<file path="src/hdl/hstd_pkg.sv">
// ----------------------------------------------------------------------------
// hstd_pkg
// Shared widths, register indexes, mode codes and the multiply/accumulate
// control word of the stereo multi-tap delay.
// ----------------------------------------------------------------------------
package hstd_pkg;

    localparam int LINE_DEPTH_DEF = 16384;
    localparam int GAIN_FRAC_DEF  = 12;

    localparam int SAMPLE_W   = 16;
    localparam int MONO_W     = 17;
    localparam int GAIN_W     = 16;
    localparam int SKEW_W     = 11;
    localparam int DELAY_W    = 14;
    localparam int DLY_CALC_W = 17;   // holds base delay plus skew and line depths up to 131072
    localparam int MUL_A_W    = 33;
    localparam int MUL_B_W    = 18;
    localparam int PROD_W     = 51;
    localparam int ACC_W      = 54;
    localparam int NUM_TAPS   = 5;
    localparam int TAP_IDX_W  = 3;
    localparam int STEP_W     = 3;

    localparam int CFG_IDX_W  = 3;
    localparam int CFG_DATA_W = 48;

    // register indexes
    localparam logic [CFG_IDX_W-1:0] REG_MIX_GAINS   = 3'd0;
    localparam logic [CFG_IDX_W-1:0] REG_LEFT_GAINS  = 3'd1;
    localparam logic [CFG_IDX_W-1:0] REG_RIGHT_GAINS = 3'd2;
    localparam logic [CFG_IDX_W-1:0] REG_DIRECT_SKEW = 3'd3;
    localparam logic [CFG_IDX_W-1:0] REG_EARLY_DELAY = 3'd4;
    localparam logic [CFG_IDX_W-1:0] REG_EARLY_SKEW  = 3'd5;
    localparam logic [CFG_IDX_W-1:0] REG_LATE_DELAY  = 3'd6;
    localparam logic [CFG_IDX_W-1:0] REG_CHAN_MODE   = 3'd7;

    // channel modes; the unused code behaves as normal
    localparam logic [1:0] MODE_NORMAL = 2'd0;
    localparam logic [1:0] MODE_SWAP   = 2'd1;
    localparam logic [1:0] MODE_MONO   = 2'd2;

    // what the accumulator does with the registered product
    localparam logic [1:0] ACC_NONE = 2'd0;
    localparam logic [1:0] ACC_TAP  = 2'd1;
    localparam logic [1:0] ACC_DRY  = 2'd2;

    localparam logic [SAMPLE_W-1:0] SAT_MAX = 16'h7fff;
    localparam logic [SAMPLE_W-1:0] SAT_MIN = 16'h8000;

    typedef struct packed {
        logic       clr;      // clear both accumulators
        logic       mul_en;   // load the product register
        logic       a_prod;   // multiplier A from previous product
        logic [1:0] kind;     // ACC_* for this product
        logic       side;     // 0 left accumulator, 1 right
    } hstd_mac_ctrl_t;

endpackage

</file>
<file path="src/hdl/hstd_mac.sv">
// ----------------------------------------------------------------------------
// hstd_mac
// Shared 33x18 multiplier with a product register, two accumulators and the
// output scaling / saturation.
// ----------------------------------------------------------------------------
module hstd_mac #(
    parameter int GAIN_FRAC_BITS = hstd_pkg::GAIN_FRAC_DEF
) (
    input  logic                                   aclk,
    input  logic                                   aresetn,
    input  hstd_pkg::hstd_mac_ctrl_t               ctrl,
    input  logic [hstd_pkg::GAIN_W-1:0]            op_a,
    input  logic signed [hstd_pkg::MUL_B_W-1:0]    op_b,
    input  logic                                   mono,
    output logic [hstd_pkg::SAMPLE_W-1:0]          out_l,
    output logic [hstd_pkg::SAMPLE_W-1:0]          out_r
);

    localparam int ACC_W = hstd_pkg::ACC_W;
    localparam int SHIFT = 2 * GAIN_FRAC_BITS;
    localparam logic signed [ACC_W-1:0] Q_MAX = ACC_W'(32767);
    localparam logic signed [ACC_W-1:0] Q_MIN = ACC_W'(-32768);

    logic signed [hstd_pkg::MUL_A_W-1:0] mul_a;
    logic signed [hstd_pkg::PROD_W-1:0]  mul_p;
    logic signed [hstd_pkg::PROD_W-1:0]  prod_reg;
    logic [1:0]                          kind_reg;
    logic                                side_reg;
    logic signed [ACC_W-1:0]             acc_l_reg;
    logic signed [ACC_W-1:0]             acc_r_reg;
    logic signed [ACC_W-1:0]             term;
    logic signed [ACC_W-1:0]             mono_sum;
    logic signed [ACC_W-1:0]             full_l;
    logic signed [ACC_W-1:0]             full_r;

    function automatic logic [hstd_pkg::SAMPLE_W-1:0] sat16(input logic signed [ACC_W-1:0] v);
        logic signed [ACC_W-1:0] q;
        q = v >>> SHIFT;   // floor toward minus infinity
        if (q > Q_MAX) begin
            return hstd_pkg::SAT_MAX;
        end else if (q < Q_MIN) begin
            return hstd_pkg::SAT_MIN;
        end
        return q[hstd_pkg::SAMPLE_W-1:0];
    endfunction

    // A is either a 16-bit gain or the wet*gain product held from last cycle
    assign mul_a = ctrl.a_prod ? $signed({1'b0, prod_reg[31:0]})
                               : $signed({17'd0, op_a});
    assign mul_p = mul_a * op_b;

    always_ff @(posedge aclk) begin
        if (ctrl.mul_en) begin
            prod_reg <= mul_p;
        end
    end

    always_comb begin
        if (kind_reg == hstd_pkg::ACC_DRY) begin
            term = ACC_W'(prod_reg) <<< GAIN_FRAC_BITS;
        end else begin
            term = ACC_W'(prod_reg);
        end
    end

    always_ff @(posedge aclk) begin
        if (!aresetn) begin
            kind_reg  <= hstd_pkg::ACC_NONE;
            side_reg  <= 1'b0;
            acc_l_reg <= '0;
            acc_r_reg <= '0;
        end else begin
            kind_reg <= ctrl.mul_en ? ctrl.kind : hstd_pkg::ACC_NONE;
            side_reg <= ctrl.side;
            if (ctrl.clr) begin
                acc_l_reg <= '0;
                acc_r_reg <= '0;
            end else if (kind_reg != hstd_pkg::ACC_NONE) begin
                if (side_reg) begin
                    acc_r_reg <= acc_r_reg + term;
                end else begin
                    acc_l_reg <= acc_l_reg + term;
                end
            end
        end
    end

    assign mono_sum = acc_l_reg + acc_r_reg;
    assign full_l   = mono ? mono_sum : acc_l_reg;
    assign full_r   = mono ? mono_sum : acc_r_reg;
    assign out_l    = sat16(full_l);
    assign out_r    = sat16(full_r);

endmodule
</file>
<file path="config.mk">
export PLATFORM = sky130hd
export DESIGN_NAME = hstd_mac
export DESIGN_NICKNAME = d
export VERILOG_FILES = /design/src/hdl/hstd_pkg.sv /design/src/hdl/hstd_mac.sv
export SDC_FILE = /design/constraint.sdc
export NUM_CORES = 2
export LEC_CHECK = 0
export BUFFER_PORTS_ARGS = -buffer_cell sky130_fd_sc_hd__buf_4
export CAP_MARGIN = 10
export CELL_PAD_IN_SITES_DETAIL_PLACEMENT = 1
export CELL_PAD_IN_SITES_GLOBAL_PLACEMENT = 1
export CORE_ASPECT_RATIO = 0.6
export CORE_MARGIN = 2
export CORE_UTILIZATION = 35
export DETAILED_ROUTE_END_ITERATION = 8
export PLACE_DENSITY_LB_ADDON = 0.15
export SLEW_MARGIN = 10
export SYNTH_ARGS = -nofsm -noshare
export SYNTH_HDL_FRONTEND = slang
export SYNTH_SLANG_ARGS = --single-unit
</file>
<file path="constraint.sdc">
create_clock -name aclk -period 8.9 [get_ports aclk]
set_clock_uncertainty 0.05 [all_clocks]
set_input_delay 0.445 -clock aclk [delete_from_list [all_inputs] [get_ports aclk]]
set_output_delay 0.445 -clock aclk [all_outputs]
set_load 0.05 [all_outputs]
</file>
# Yosys cells after proc, flatten, opt, wreduce, memory -nomap -nowiden
# Cells that the tools add are included.
word_totals:
  wordCells: 35
  latchBits: 0
  mem_bits_ro: 0
  out_inout_bits: 32
  n_memories: 0
  input_bits: 43
  regBits: 162
  ram_bits: 0
classes:
  n_div: 0
  order_cmp: 4
  muxes: 14
  n_mul: 1
  n_addsub: 3
  n_eq_ne: 1
  shifts: 0
  n_bitwise: 2
  reduce_logical: 5
op_table:
  columns: ["operator", "count"]
  rows:
  - ["$add 54x54->54", 3]
  - ["$mux 54", 3]
  - ["$mux 16", 6]
  - ["$gt 30x16->1 const B", 2]
  - ["$lt 30x16->1 const B", 2]
  - ["$mul 33x18->51", 1]
  - ["$mux 32", 1]
  - ["$reduce_and 2->1", 3]
  - ["$mux 1", 4]
  - ["$eq 2x2->1 const B", 1]
  - ["$not 1->1", 2]
  - ["$reduce_bool 2->1", 1]
  - ["$reduce_or 2->1", 1]

# Longest topological paths before layout
logic_depth:
  depth_word: 6
  depth_mapped: 31
  ltp_nobuf: 27

# Worst setup path before layout
# OpenSTA, ideal clock, no wires.
synth_timing:
  kind: "input to register"
  from: "input ctrl[3] in the netlist's numbering"
  to: "register prod_reg[49] in the netlist's numbering (data pin)"
  slack_ps: 1119
  cell_stages: 29
  arrival_ps: 7473
  path_cell_list: "clkbuf_1 > clkbuf_1 > clkbuf_1 > and2_1 > clkbuf_1 > nand2_1 > fa_1 > fa_1 > fa_1 > inv_1 > fa_1 > fa_1 > inv_1 > fa_1 > inv_1 > ha_1 > clkbuf_1 > a21o_1 > a21oi_1 > o21ai_1 > a21o_1 > a21oi_1 > o31ai_1 > a311o_1 > a311oi_1 > o31ai_1 > a221o_1 > a21oi_1 > xnor2_1"
synth_between:
  elab_chain_len: 2
synth_lines:
  columns: ["item", "line", "text"]
  rows:
  - ["start: declaration", "hstd_mac.sv:11", "input hstd_pkg::hstd_mac_ctrl_t ctrl,"]
  - ["$mux 32", "hstd_mac.sv:48", "assign mul_a = ctrl.a_prod ? $signed({1'b0, prod_reg[31:0]})"]
  - ["$mul 33x18->51", "hstd_mac.sv:50", "assign mul_p = mul_a * op_b;"]
  - ["net mul_p, one bit", "hstd_mac.sv:25", "logic signed [hstd_pkg::PROD_W-1:0] mul_p;"]
  - ["end signal: assignment", "hstd_mac.sv:54", "prod_reg <= mul_p;"]
  - ["end: declaration", "hstd_mac.sv:26", "logic signed [hstd_pkg::PROD_W-1:0] prod_reg;"]
# The timed path passes the listed nets, and every way through them passes these cells.
# A chain may end at the register's enable or synchronous reset.

# Final worst setup path
layout_timing:
  from: "register prod_reg[11] in the netlist's numbering"
  to: "register prod_reg[49] in the netlist's numbering (data pin)"
layout_between:
  elab_chain_len: 2
layout_lines:
  columns: ["item", "line"]
  rows:
  - ["$mux 32", "hstd_mac.sv:48"]
  - ["$mul 33x18->51", "hstd_mac.sv:50"]
  - ["net mul_p, one bit", "hstd_mac.sv:25"]
# The timed path passes the listed nets, and every way through them passes these cells.

==> results.py <==
metrics = {
    "timing": {
        "rsz0062_at_grt": "false",
        "worst_slew_pin_slew_ps": 1100,
        "period_share": 0.958,
        "drv_slew": 0,
        "setup_tns_ps": 0,
        "fin_ws_ps": 373,
        "maxSlewHeadroom": 0.267,
        "period_needed_ps": 8530,
        "setup_viol": 0,
        "final_hold_viol_count": 0,
        "max_freq_mhz": 117,
    },
    "cells_and_area": {
        "mostFrequentLayoutCell": "nand2_1",
        "final_layout_size_suffix_gt1_frac": 0.0574,
        "mostFrequentLayoutCells": "nand2_1, inv_1, fa_1",
        "final_nets": 4962,
        "stdcell_count": 5438,
        "post-route-util": 0.379,
        "syn_to_final_growth_pct": 7.24,
    },
    "setup_path": {
        "cpLargestDelayFamily": "adder cells",
        "crit_path_max_fanout": 18,
        "end_kind": "flip-flop",
        "cpMostUsedCell": "fa_1",
        "cp.required_ps": 9090,
        "cpPeakStageDelay_ps": 710,
        "crit_arrival_ps": 8720,
        "critPathBufInv": 4,
        "start_kind": "flip-flop",
        "path_cells": "mux2_2 > and2_1 > fa_1 > inv_1 > fa_1 > fa_1 > inv_1 > fa_1 > fa_1 > inv_1 > fa_1 > inv_1 > ha_1 > nand3_1 > or2_2 > a211oi_1 > o21ai_0 > o31ai_1 > a311o_1 > a311oi_1 > o31ai_1 > a221o_1 > a21oi_1 > xnor2_1",
        "critical_path_class": "reg -> reg",
        "crit_slowest_cell": "o31ai_1",
    },
    "logic_synthesis": {
        "synth.avg_cell_area_um2": 8.18,
        "ys_warn_count": 0,
        "synth-edff-count": 51,
        "synth_ff_type": "dfxtp_1",
        "ys_ff_latch": 162,
        "synth_cell_types": 99,
        "syn_nets": 5002,
        "async_flop_share": 0,
        "synth-seq-area-share": 0.110,
        "synthCells": 4158,
        "synthesis.area_mm2": 0.0340,
    },
    "placed_design": {
        "place_inst": 5404,
        "dpl.hpwl_um": 109000,
        "globalplace.congestion": 0.890,
        "port_buffers": 74,
        "dpl_worst_slack_ps": 282,
    },
    "die": {
        "start_util": 0.353,
        "die_h_um": 245,
        "core_area_mm2": 0.0962,
        "dieArea_mm2": 0.0997,
        "rows": 88,
        "ios": 75,
        "die_w_um": 406,
    },
    "clock_network": {
        "root_buffer": "clkbuf_16",
        "clkTransAtPathRegs_ps": 70,
        "insertion_delay_ps": 500,
        "clk_path_buf_depth": 2,
        "clock-sinks": 162,
        "cts-htree-levels": 4,
        "cts_hold_buf": 0,
        "cts_tree": "yes",
        "cts_buffers": 17,
        "cts_resized": 0,
        "cts_setup_buffers": 0,
    },
    "grt": {
        "grt_pass1_vias": 29693,
        "grt_overflow_total": 0,
        "grtUsageTotal": 0.267,
        "antenna_found_initial": 5,
        "grt_start_max_net_pins": 66,
        "grt_pass1_wl_um": 198000,
    },
    "min_path": {
        "hp-class": "in -> reg",
    },
    "status": {
        "outcome": "complete, no violations",
    },
    "route": {
        "postRouteAntennaNets": 0,
        "wl_per_cell_um": 24.2,
        "viasPerCell": 5.41,
        "routed_wl_um": 132000,
        "vias": 29410,
        "drtPass1Iterations": 5,
        "drt_iter0_drc": 2605,
        "drc": 0,
    },
    "run": {
        "cap_violations": 0,
    },
}
## logic make-up (layout without fill, tap and decap cells)
group,after synthesis,count (layout),share of synthesized area
buf+inv,814,786,0.0925
mux,49,49,0.0151
compound gates,782,782,0.147
simple gates,1394,1394,0.194
fa+ha+maj,801,801,0.401
flops,162,162,0.110
other cells,0,3,0
xor+xnor,156,156,0.0404
## worst paths after layout
path,start,end,slack [ps],cells after the start
setup / recovery,prod_reg[11],prod_reg[49],370,24
hold reg to reg,acc_l_reg[8],acc_l_reg[8],440,2
hold / removal,ctrl[0],side_reg,140,2
setup reg to reg,prod_reg[11],prod_reg[49],370,24
## cell usage after synthesis, drive strengths merged, types with 30 or more instances
library cell | number | area share
xor2 | 52 | 0.013
a21oi | 307 | 0.046
ha | 319 | 0.12
o21ai | 122 | 0.018
mux2i | 30 | 0.0088
and3 | 115 | 0.021
a31oi | 36 | 0.0066
and2 | 171 | 0.032
inv | 624 | 0.069
nand2b | 43 | 0.0079
edfxtp | 51 | 0.045
nand3 | 68 | 0.010
nand2 | 727 | 0.080
dfxtp | 111 | 0.065
nor2b | 41 | 0.0075
nor2 | 112 | 0.012
o21bai | 30 | 0.0066
clkbuf | 170 | 0.020
fa | 482 | 0.28
a21o | 114 | 0.025
xnor2 | 104 | 0.027
## through the flow
step | instance area [um^2] | hold slack [ps]
2_1_floorplan | 34000 | 403
5_1_grt | 36500 | 147
3_5_place_dp | 35900 | 433
6_report | 36500 | 140
4_1_cts | 36500 | 113
3_3_place_gp | 35900 | 419
## per-layer routing
layer | share of wire | vias to the layer above | GRT usage | wire [um]
met3 | 0.085 | 73 | 0.0723 | 11200
met4 | 0.015 | 0 | 0.0424 | 1920
met2 | 0.36 | 848 | 0.333 | 47500
li1 | - | 13475 | - | -
met5 | 0 | - | 0 | 0
met1 | 0.54 | 15014 | 0.441 | 71200
## cell type report
| type | count | area, um^2 |
|---|---|---|
| multi-input combinational | 3182 | 27200 |
| antenna | 3 | 7.51 |
| clock inverter | 8 | 71.3 |
| clock buffer | 23 | 510 |
| fill | 11586 | 59800 |
| sequential | 162 | 3750 |
| tap | 1305 | 1630 |
| timing repair buffer | 130 | 988 |
| inverter | 625 | 2350 |
Power is not shown: default switching activity piles up to over one toggle a cycle in this logic, so the estimate is an artifact.
